File: src/rtl/cscv_pkg.sv
// ----------------------------------------------------------------------------
// cscv_pkg
// Types, constants and the CRC step shared by the verifier modules.
// ----------------------------------------------------------------------------
`timescale 1ns / 1ps
`default_nettype none

package cscv_pkg;

    // Store and chunk sizing
    localparam int STORE_BYTES = 256;
    localparam int IDX_W       = $clog2(STORE_BYTES);
    localparam int CHUNK_MAX   = 24;
    localparam int BP_W        = 5;
    localparam logic [8:0] STORE_LIMIT = 9'(STORE_BYTES);

    // Command queue sizing
    localparam int Q_DEPTH = 4;
    localparam int Q_PTR_W = $clog2(Q_DEPTH);

    // CRC-16/CCITT-FALSE
    localparam logic [15:0] CRC_INIT = 16'hFFFF;
    localparam logic [15:0] CRC_POLY = 16'h1021;

    // Header and commit payload sizes
    localparam logic [16:0] HDR_PLEN_BASE = 17'd3;
    localparam logic [15:0] COMMIT_PLEN   = 16'd4;

    // Operation codes
    localparam logic [2:0] OP_HEADER = 3'd0;
    localparam logic [2:0] OP_DATA   = 3'd1;
    localparam logic [2:0] OP_COMMIT = 3'd2;
    localparam logic [2:0] OP_READ   = 3'd3;

    typedef enum logic [2:0] {
        ST_OK        = 3'd0,
        ST_MALFORMED = 3'd1,
        ST_INVALID   = 3'd2,
        ST_DENIED    = 3'd3,
        ST_SKIPPED   = 3'd4
    } status_t;

    typedef enum logic [2:0] {
        CMD_HEADER,
        CMD_DATA,
        CMD_COMMIT,
        CMD_READ,
        CMD_OTHER
    } cmd_kind_t;

    typedef struct packed {
        logic [2:0]  operation;
        logic [7:0]  transaction_id;
        logic [7:0]  start_offset;
        logic [7:0]  length;
        logic [15:0] payload_length;
        logic [7:0]  data_byte;
        logic [15:0] target_crc;
    } item_t;

    typedef struct packed {
        logic [2:0]  status;
        logic [7:0]  read_data;
        logic [15:0] computed_crc;
    } result_t;

    // Classified command passed from front to back
    typedef struct packed {
        cmd_kind_t   kind;
        status_t     pre_status;
        logic        len_bad;
        logic [7:0]  tid;
        logic [7:0]  offset;
        logic [7:0]  length;
        logic [7:0]  data;
        logic [15:0] ecrc;
    } cmd_t;

    typedef struct packed {
        logic full;
        logic empty;
    } q_status_t;

    // One byte of CRC-16/CCITT-FALSE, MSB first
    function automatic logic [15:0] crc_byte(input logic [15:0] crc_in,
                                             input logic [7:0]  b);
        logic [15:0] c;
        c = crc_in ^ {b, 8'h00};
        for (int i = 0; i < 8; i++) begin
            if (c[15])
                c = {c[14:0], 1'b0} ^ CRC_POLY;
            else
                c = {c[14:0], 1'b0};
        end
        return c;
    endfunction

endpackage

`default_nettype wire

File: src/rtl/cscv_front.sv
// ----------------------------------------------------------------------------
// cscv_front
// Decodes an incoming request and runs the state-free format checks.
// ----------------------------------------------------------------------------
`timescale 1ns / 1ps
`default_nettype none

module cscv_front (
    input  wire cscv_pkg::item_t item,
    output cscv_pkg::cmd_t       cmd
);

    logic [8:0]  span_end;
    logic [16:0] hdr_plen;

    // Chunk end and expected header payload size
    assign span_end = {1'b0, item.start_offset} + {1'b0, item.length};
    assign hdr_plen = {9'd0, item.length} + cscv_pkg::HDR_PLEN_BASE;

    // Classify the request and precompute its format status
    always_comb
    begin
        cmd.tid        = item.transaction_id;
        cmd.offset     = item.start_offset;
        cmd.length     = item.length;
        cmd.data       = item.data_byte;
        cmd.ecrc       = item.target_crc;
        cmd.len_bad    = 1'b0;
        cmd.pre_status = cscv_pkg::ST_OK;
        cmd.kind       = cscv_pkg::CMD_OTHER;
        unique case (item.operation)
            cscv_pkg::OP_HEADER:
            begin
                cmd.kind = cscv_pkg::CMD_HEADER;
                if (item.payload_length < 16'(cscv_pkg::HDR_PLEN_BASE))
                    cmd.pre_status = cscv_pkg::ST_MALFORMED;
                else if (item.length == 8'd0
                         || item.length > 8'(cscv_pkg::CHUNK_MAX)
                         || {1'b0, item.payload_length} != hdr_plen
                         || span_end >= cscv_pkg::STORE_LIMIT)
                    cmd.pre_status = cscv_pkg::ST_INVALID;
            end
            cscv_pkg::OP_DATA:
            begin
                cmd.kind = cscv_pkg::CMD_DATA;
            end
            cscv_pkg::OP_COMMIT:
            begin
                cmd.kind = cscv_pkg::CMD_COMMIT;
                if (item.payload_length != cscv_pkg::COMMIT_PLEN)
                    cmd.pre_status = cscv_pkg::ST_MALFORMED;
                cmd.len_bad = (item.length == 8'd0)
                              || ({1'b0, item.length} >= cscv_pkg::STORE_LIMIT);
            end
            cscv_pkg::OP_READ:
            begin
                cmd.kind = cscv_pkg::CMD_READ;
                if ({1'b0, item.start_offset} >= cscv_pkg::STORE_LIMIT)
                    cmd.pre_status = cscv_pkg::ST_INVALID;
            end
            default:
            begin
                cmd.kind       = cscv_pkg::CMD_OTHER;
                cmd.pre_status = cscv_pkg::ST_SKIPPED;
            end
        endcase
    end

endmodule

`default_nettype wire

File: src/rtl/cscv_queue.sv
// ----------------------------------------------------------------------------
// cscv_queue
// Short command queue between the front decoder and the back engine.
// ----------------------------------------------------------------------------
`timescale 1ns / 1ps
`default_nettype none

module cscv_queue (
    input  wire                   clk,
    input  wire                   rst_n,
    input  wire                   wr_en,
    input  wire cscv_pkg::cmd_t   wr_cmd,
    input  wire                   rd_en,
    output cscv_pkg::cmd_t        rd_cmd,
    output cscv_pkg::q_status_t   stat
);

    cscv_pkg::cmd_t                entry_reg [cscv_pkg::Q_DEPTH];
    logic [cscv_pkg::Q_PTR_W-1:0]  wr_ptr_reg;
    logic [cscv_pkg::Q_PTR_W-1:0]  rd_ptr_reg;
    logic [cscv_pkg::Q_PTR_W:0]    count_reg;
    logic                          do_wr;
    logic                          do_rd;

    assign stat.full  = (count_reg == (cscv_pkg::Q_PTR_W+1)'(cscv_pkg::Q_DEPTH));
    assign stat.empty = (count_reg == '0);
    assign do_wr      = wr_en && !stat.full;
    assign do_rd      = rd_en && !stat.empty;
    assign rd_cmd     = entry_reg[rd_ptr_reg];

    // Store an incoming command
    always_ff @(posedge clk)
    begin
        if (do_wr)
            entry_reg[wr_ptr_reg] <= wr_cmd;
    end

    // Advance pointers and track fill level
    always_ff @(posedge clk or negedge rst_n)
    begin
        if (!rst_n)
        begin
            wr_ptr_reg <= '0;
            rd_ptr_reg <= '0;
            count_reg  <= '0;
        end
        else
        begin
            if (do_wr)
                wr_ptr_reg <= wr_ptr_reg + 1'b1;
            if (do_rd)
                rd_ptr_reg <= rd_ptr_reg + 1'b1;
            if (do_wr && !do_rd)
                count_reg <= count_reg + 1'b1;
            else if (do_rd && !do_wr)
                count_reg <= count_reg - 1'b1;
        end
    end

endmodule

`default_nettype wire

File: src/rtl/cscv_back.sv
// ----------------------------------------------------------------------------
// cscv_back
// Executes commands against the stage: byte store, receive map, commit walk.
// ----------------------------------------------------------------------------
`timescale 1ns / 1ps
`default_nettype none

module cscv_back (
    input  wire                      clk,
    input  wire                      rst_n,
    input  wire cscv_pkg::q_status_t q_stat,
    input  wire cscv_pkg::cmd_t      cmd,
    output logic                     cmd_pop,
    input  wire                      pop,
    output logic                     res_valid,
    output cscv_pkg::result_t        result
);

    typedef enum logic [1:0] {
        S_IDLE,
        S_READ,
        S_WALK,
        S_DRAIN
    } state_t;

    // Byte store, single port with registered read
    logic [7:0]                     mem [cscv_pkg::STORE_BYTES];
    logic [7:0]                     mem_q;
    logic                           mem_we;
    logic                           mem_re;
    logic [7:0]                     mem_addr;
    logic [7:0]                     mem_wdata;

    state_t                         state_reg, state_next;
    logic                           res_valid_reg, res_valid_next;
    cscv_pkg::result_t              result_reg, result_next;
    logic                           active_reg, active_next;
    logic [7:0]                     stid_reg, stid_next;
    logic [cscv_pkg::STORE_BYTES-1:0] map_reg, map_next;
    logic [7:0]                     wi_reg, wi_next;
    logic [cscv_pkg::BP_W-1:0]      pending_reg, pending_next;
    logic [7:0]                     cnt_reg, cnt_next;
    logic [7:0]                     last_reg, last_next;
    logic                           hole_reg, hole_next;
    logic                           rdv_reg, rdv_next;
    logic [15:0]                    crc_reg, crc_next;
    logic [15:0]                    ecrc_reg, ecrc_next;

    logic                           slot_free;
    logic                           take;
    logic                           tid_match;
    logic [15:0]                    crc_step;
    cscv_pkg::status_t              st;

    assign res_valid = res_valid_reg;
    assign result    = result_reg;
    assign slot_free = !res_valid_reg || pop;
    assign take      = (state_reg == S_IDLE) && !q_stat.empty
                       && (cmd.kind == cscv_pkg::CMD_DATA || slot_free);
    assign cmd_pop   = take;
    assign tid_match = active_reg && (stid_reg == cmd.tid);
    assign crc_step  = cscv_pkg::crc_byte(crc_reg, mem_q);

    // Byte store access
    always_ff @(posedge clk)
    begin
        if (mem_we)
            mem[mem_addr[cscv_pkg::IDX_W-1:0]] <= mem_wdata;
        if (mem_re)
            mem_q <= mem[mem_addr[cscv_pkg::IDX_W-1:0]];
    end

    // Command execution and next state
    always_comb
    begin
        state_next     = state_reg;
        res_valid_next = res_valid_reg && !pop;
        result_next    = result_reg;
        active_next    = active_reg;
        stid_next      = stid_reg;
        map_next       = map_reg;
        wi_next        = wi_reg;
        pending_next   = pending_reg;
        cnt_next       = cnt_reg;
        last_next      = last_reg;
        hole_next      = hole_reg;
        rdv_next       = 1'b0;
        crc_next       = rdv_reg ? crc_step : crc_reg;
        ecrc_next      = ecrc_reg;
        mem_we         = 1'b0;
        mem_re         = 1'b0;
        mem_addr       = wi_reg;
        mem_wdata      = cmd.data;
        st             = cmd.pre_status;

        unique case (state_reg)
            S_IDLE:
            begin
                if (take)
                begin
                    // any request but a data byte drops the rest of a chunk
                    if (cmd.kind != cscv_pkg::CMD_DATA)
                        pending_next = '0;
                    unique case (cmd.kind)
                        cscv_pkg::CMD_DATA:
                        begin
                            if (pending_reg != '0)
                            begin
                                if ({1'b0, wi_reg} < cscv_pkg::STORE_LIMIT)
                                begin
                                    mem_we = 1'b1;
                                    map_next[wi_reg[cscv_pkg::IDX_W-1:0]] = 1'b1;
                                end
                                wi_next      = wi_reg + 8'd1;
                                pending_next = pending_reg - 1'b1;
                            end
                        end
                        cscv_pkg::CMD_HEADER:
                        begin
                            if (st == cscv_pkg::ST_OK && !tid_match)
                            begin
                                if (cmd.offset != 8'd0)
                                    st = cscv_pkg::ST_DENIED;
                                else
                                begin
                                    map_next    = '0;
                                    active_next = 1'b1;
                                    stid_next   = cmd.tid;
                                end
                            end
                            if (st == cscv_pkg::ST_OK)
                            begin
                                wi_next      = cmd.offset;
                                pending_next = cmd.length[cscv_pkg::BP_W-1:0];
                            end
                            res_valid_next = 1'b1;
                            result_next    = '{status: st, read_data: 8'd0,
                                               computed_crc: 16'd0};
                        end
                        cscv_pkg::CMD_COMMIT:
                        begin
                            if (st != cscv_pkg::ST_OK || !tid_match)
                            begin
                                if (st == cscv_pkg::ST_OK)
                                    st = cscv_pkg::ST_DENIED;
                                res_valid_next = 1'b1;
                                result_next    = '{status: st, read_data: 8'd0,
                                                   computed_crc: 16'd0};
                            end
                            else if (cmd.len_bad)
                            begin
                                active_next    = 1'b0;
                                stid_next      = 8'd0;
                                map_next       = '0;
                                res_valid_next = 1'b1;
                                result_next    = '{status: cscv_pkg::ST_INVALID,
                                                   read_data: 8'd0,
                                                   computed_crc: 16'd0};
                            end
                            else
                            begin
                                // start the walk over bytes below the total length
                                cnt_next   = 8'd0;
                                last_next  = cmd.length - 8'd1;
                                hole_next  = 1'b0;
                                crc_next   = cscv_pkg::CRC_INIT;
                                ecrc_next  = cmd.ecrc;
                                state_next = S_WALK;
                            end
                        end
                        cscv_pkg::CMD_READ:
                        begin
                            if (st != cscv_pkg::ST_OK)
                            begin
                                res_valid_next = 1'b1;
                                result_next    = '{status: st, read_data: 8'd0,
                                                   computed_crc: 16'd0};
                            end
                            else
                            begin
                                mem_re     = 1'b1;
                                mem_addr   = cmd.offset;
                                state_next = S_READ;
                            end
                        end
                        default:
                        begin
                            res_valid_next = 1'b1;
                            result_next    = '{status: cscv_pkg::ST_SKIPPED,
                                               read_data: 8'd0, computed_crc: 16'd0};
                        end
                    endcase
                end
            end
            S_READ:
            begin
                res_valid_next = 1'b1;
                result_next    = '{status: cscv_pkg::ST_OK, read_data: mem_q,
                                   computed_crc: 16'd0};
                state_next     = S_IDLE;
            end
            S_WALK:
            begin
                // fetch one byte and check its receive bit
                mem_re   = 1'b1;
                mem_addr = cnt_reg;
                rdv_next = 1'b1;
                if (!map_reg[cnt_reg[cscv_pkg::IDX_W-1:0]])
                    hole_next = 1'b1;
                if (cnt_reg == last_reg)
                    state_next = S_DRAIN;
                else
                    cnt_next = cnt_reg + 8'd1;
            end
            S_DRAIN:
            begin
                // fold in the last byte, report and clear the stage
                res_valid_next = 1'b1;
                if (hole_reg)
                    result_next = '{status: cscv_pkg::ST_DENIED, read_data: 8'd0,
                                    computed_crc: 16'd0};
                else if (crc_step == ecrc_reg)
                    result_next = '{status: cscv_pkg::ST_OK, read_data: 8'd0,
                                    computed_crc: crc_step};
                else
                    result_next = '{status: cscv_pkg::ST_INVALID, read_data: 8'd0,
                                    computed_crc: crc_step};
                active_next = 1'b0;
                stid_next   = 8'd0;
                map_next    = '0;
                state_next  = S_IDLE;
            end
            default:
            begin
                state_next = S_IDLE;
            end
        endcase
    end

    // Hold state, stage registers and the result slot
    always_ff @(posedge clk or negedge rst_n)
    begin
        if (!rst_n)
        begin
            state_reg     <= S_IDLE;
            res_valid_reg <= 1'b0;
            result_reg    <= '0;
            active_reg    <= 1'b0;
            stid_reg      <= 8'd0;
            map_reg       <= '0;
            wi_reg        <= 8'd0;
            pending_reg   <= '0;
            cnt_reg       <= 8'd0;
            last_reg      <= 8'd0;
            hole_reg      <= 1'b0;
            rdv_reg       <= 1'b0;
            crc_reg       <= cscv_pkg::CRC_INIT;
            ecrc_reg      <= 16'd0;
        end
        else
        begin
            state_reg     <= state_next;
            res_valid_reg <= res_valid_next;
            result_reg    <= result_next;
            active_reg    <= active_next;
            stid_reg      <= stid_next;
            map_reg       <= map_next;
            wi_reg        <= wi_next;
            pending_reg   <= pending_next;
            cnt_reg       <= cnt_next;
            last_reg      <= last_next;
            hole_reg      <= hole_next;
            rdv_reg       <= rdv_next;
            crc_reg       <= crc_next;
            ecrc_reg      <= ecrc_next;
        end
    end

endmodule

`default_nettype wire

File: src/rtl/chunked_stage_crc_verifier_unit.sv
// ----------------------------------------------------------------------------
// chunked_stage_crc_verifier_unit
// Reassembles chunked transfers into a byte store and verifies them by CRC.
//
// Channel   Direction  Handshake         Payload
// request   in         push / full       item   (cscv_pkg::item_t)
// result    out        empty / pop       result (cscv_pkg::result_t)
//
// A data byte gives no result; a header, an other command or a rejected read or
// commit answers straight from the idle state, a read from the S_READ state.
// A commit that reaches the check walks the byte store through its single
// read port, one byte a cycle, and answers from the S_DRAIN state.
// A four-entry command queue keeps requests flowing while the back engine walks.
// The result register holds one result; the engine waits for it to be popped
// before starting a request that answers. Reset clears the receive map at once.
// ----------------------------------------------------------------------------
`timescale 1ns / 1ps
`default_nettype none

module chunked_stage_crc_verifier_unit (
    input  wire                       clk,
    input  wire                       rst_n,
    input  wire                       push,
    output logic                      full,
    input  wire cscv_pkg::item_t      item,
    output logic                      empty,
    input  wire                       pop,
    output cscv_pkg::result_t         result
);

    cscv_pkg::cmd_t      front_cmd;
    cscv_pkg::cmd_t      back_cmd;
    cscv_pkg::q_status_t q_stat;
    logic                cmd_pop;
    logic                res_valid;

    // Decode incoming requests
    cscv_front u_front (
        .item (item),
        .cmd  (front_cmd)
    );

    // Buffer decoded commands
    cscv_queue u_queue (
        .clk    (clk),
        .rst_n  (rst_n),
        .wr_en  (push),
        .wr_cmd (front_cmd),
        .rd_en  (cmd_pop),
        .rd_cmd (back_cmd),
        .stat   (q_stat)
    );

    // Execute commands
    cscv_back u_back (
        .clk       (clk),
        .rst_n     (rst_n),
        .q_stat    (q_stat),
        .cmd       (back_cmd),
        .cmd_pop   (cmd_pop),
        .pop       (pop),
        .res_valid (res_valid),
        .result    (result)
    );

    assign full  = q_stat.full;
    assign empty = !res_valid;

endmodule

`default_nettype wire

File: config.mk
export PLATFORM = sky130hd
export DESIGN_NAME = chunked_stage_crc_verifier_unit
export DESIGN_NICKNAME = d
export VERILOG_FILES = /design/src/rtl/cscv_pkg.sv /design/src/rtl/cscv_front.sv /design/src/rtl/cscv_queue.sv /design/src/rtl/cscv_back.sv /design/src/rtl/chunked_stage_crc_verifier_unit.sv
export SDC_FILE = /design/constraint.sdc
export NUM_CORES = 2
export LEC_CHECK = 0
export BUFFER_PORTS_ARGS = -buffer_cell sky130_fd_sc_hd__buf_2
export CORE_MARGIN = 3
export CORE_UTILIZATION = 57
export CTS_CLUSTER_DIAMETER = 50
export DETAILED_ROUTE_END_ITERATION = 16
export GPL_TIMING_DRIVEN = 0
export HOLD_SLACK_MARGIN = 0.06
export PLACE_DENSITY = 0.77
export SLEW_MARGIN = 0
export SYNTH_ARGS = -nofsm -noshare
export SYNTH_HDL_FRONTEND = slang
export SYNTH_SLANG_ARGS = --single-unit
export TNS_END_PERCENT = 1
File: constraint.sdc
create_clock -name clk -period 4.8 [get_ports clk]
set_input_delay 0 -clock clk [delete_from_list [all_inputs] [get_ports clk]]
set_output_delay 0 -clock clk [all_outputs]
set_load 0.02 [all_outputs]
==> flow_summary_export.csv <==
group,metric,value,unit
yosys,synth.most_common_cell,"edfxtp_1",
yosys,yosys.area.top_type,"edfxtp_1",
route,wl_per_cell,31.8,um
grt,overflow,0,
power,ir_worst_vdd,0.482,mV
placed_design,routabilityCongestion,0.959,
layout,final_util,68.0,%
yosys,synth_common_cells,"edfxtp_1, nand2_1, a21oi_1",
yosys,yosys-top-cells-area,"edfxtp_1, dfrtp_1, mux2i_1",
power,finalPower,72.3,mW
timing,fin_crit_sh,106,%
route,viasPerCell,6.76,
timing,drv_slew,0,
floorplan,die_y,436,um
critical_path,critical_path_class,"reg2reg",
grt,grt_max_degree,112,
route,drc,0,
critical_path,worstPathRequired,5.34,ns
outcome,status,"finished, violations left",
route,vias,67900,
critical_path,arrival,5.62,ns
grt,grt_pass1_wl,452000,um
floorplan,row_count,157,
placed_design,portBuffers,99,
layout,nFillCells,11600,
yosys,async_flop_share,13.8,%
timing,timing.fmax,197,MHz
route,drt-initial-drc-count,10200,
timing,post-route-min-period,5.08,ns
timing,finalSetupViolCount,811,
flow_run,drv_cap,0,
route,ant_nets,0,
timing,rsz0062_at_grt,"yes",
timing,setup_slack,-0.278,ns
cts,clock_path_buffers,4,
grt,grt_pass1_vias,65800,
route,totalWireLength,320000,um
yosys,syn_nets,6889,
yosys,synth_area,0.105,sq mm
cts,cts_tree,"done",
route,dr.pass1.iters,6,
placed_design,hpwl,200000,um
cts,worstSkewPairLatency,0.94,ns
timing,hold_viol,0,
floorplan,die-area,0.190,sq mm
placed_design,dp_slack,-2.52,ns
yosys,avgSynthCellArea,15.5,sq um
cts,cts.sinks,2641,
layout,drive_gt1_share,21.4,%
floorplan,coreArea,0.183,sq mm
power,p_per_area,579,mW/mm^2
timing,setup_tns,-38.66,ns
power,leakagePower,44.7,nW
cts,cts_made_buffers,278,
cts,ctsHtreeMaxLevel,5,
critical_path,cp-end-kind,"flop",
critical_path,crit_path_start,"u_queue.rd_ptr_reg[0]$_DFFE_PN0P_",
placed_design,numPlacedInstances,9387,
layout,largest_register_ffs,2048,
yosys,ys.flop_type,"edfxtp_1",
cts,clk_pin_slew,0.06,ns
grt,grt.total_usage,32.6,%
critical_path,crit_fanout,10,
critical_path,worst_setup_path_start_kind,"flop",
yosys,ys_warn_count,0,
yosys,synth_top_area_share,64.9,%
worst_hold_path,worstHoldStart,"item[66]",
timing,fin_skew,0.0732,ns
yosys,synthCells,6796,
floorplan,initial_utilization,57.4,%
floorplan,die_w,436,um
yosys,ys_seq_area_share,73.6,%
floorplan,ioPinCount,100,
layout,layout.nets,7486,
layout,syn2layout_area_growth,18.4,%
grt,antenna_found_initial,10,
timing,relSlewSlack,8.84,%
yosys,synth_edf_count,2276,
worst_hold_path,hold_path_class,"in2reg",
yosys,ys_ff_latch,2641,
yosys,synth_cell_types,69,
cts,clockRootBuffer,"clkbuf_16",
outcome,violations,"negative setup slack",
layout,finish.cell_count_without_fillers,10000,
timing,tightest_slew,1.37,ns
critical_path,timing.rr.start,"u_queue.rd_ptr_reg[0]$_DFFE_PN0P_",
where the power goes:
| group | switching, mW | total [mW] | internal [mW] |
|---|---|---|---|
| clock network | 8.71 | 20.6 | 11.9 |
| logic | 15.4 | 22.3 | 6.84 |
| registers | 0.233 | 29.4 | 29.1 |
worst max-delay path, stage by stage (launching register included):
cell	delay, ns
dfrtp_2	0.42
buf_12	0.13
buf_12	0.12
mux4_2	0.56
buf_6	0.16
nand3b_1	0.17
buf_6	0.16
o31ai_4	0.30
nand2_4	0.14
buf_12	0.18
buf_12	0.15
buf_4	0.14
buf_12	0.15
buf_8	0.17
mux2i_1	0.15
o22ai_1	0.17
nor4_4	0.49
o22ai_2	0.23
a311oi_2	0.32
nand4_1	0.36
metrics by stage:
step / cell area (sq um) / hold WS (ns)
2_1_floorplan: 105000 / -0.296
3_3_place_gp: 109000 / 0.210
3_5_place_dp: 110000 / 0.0267
4_1_cts: 123000 / 0.0619
5_1_grt: 125000 / 0.104
6_report: 125000 / 0.108
timing repair:
| item | 4_1_cts | 5_1_grt |
|---|---|---|
| resized for setup | 1010 | 369 |
| cloned | 2 | 4 |
| hold buffers | 113 | 0 |
| endpoints found under the hold margin | 422 | 0 |
| pin swaps | 39 | 54 |
| setup buffers | 24 | 51 |
| setup endpoints to repair | 4171 | 2937 |
cell type report:
type	count	area, sq um	area share (%)
Clock buffer	363	7560	6.06
Inverter	22	82.6	0.0662
Buffer	469	3430	2.75
Timing Repair Buffer	321	3280	2.63
Multi-Input combinational cell	3660	28800	23.1
Antenna cell	4	10.0	0.00803
Clock inverter	104	941	0.754
Sequential cell	2641	77500	62.1
Tap cell	2464	3080	2.47
final timing paths:
check                      slack (ns)  cells past startpoint                                 end
max reg2reg                     -0.28                     19           u_back.mem_q[0]$_DFFE_PP_
max                             -0.28                     19           u_back.mem_q[0]$_DFFE_PP_
min reg2reg                      0.49                      2        u_back.result[0]$_DFFE_PN0P_
max in group asynchronous        2.99                      6       u_back.map_reg[7]$_DFFE_PN0P_
min in group asynchronous        0.28                      3         u_back.crc_reg[2]$_DFF_PN1_
min                              0.11                      3  u_queue.entry_reg[3][52]$_DFFE_PP_
cell usage in the layout (no fill, tap or decap), types with 171 or more instances in the layout:
master,instances
nor2_1,233
buf_2,171
a21oi_1,566
edfxtp_1,2276
clkbuf_1,193
mux2i_1,504
a22oi_1,250
nor2_4,197
mux4_2,196
clkbuf_16,306
dfrtp_1,348
nand2_1,577
o22ai_1,266
layer usage:
layer	part of all wire, %	vias up	routed length [um]	track usage, %
met5	0.018	-	56	0.529
met4	7.2	10	23100	19.1
met3	13	1246	40300	9.14
met2	46	5296	147000	50.5
met1	34	33800	109000	41.6
li1	-	27600	-	-
cells by family after synthesis:
| logic type | share of synthesized area [%] |
|---|---|
| flops | 73.6 |
| simple gates | 5.79 |
| compound gates | 8.27 |
| mux | 9.50 |
| buf+inv | 1.93 |
| xor+xnor | 0.682 |
| fa+ha+maj | 0.268 |
Note: power is estimated with default switching activity, not from simulation.
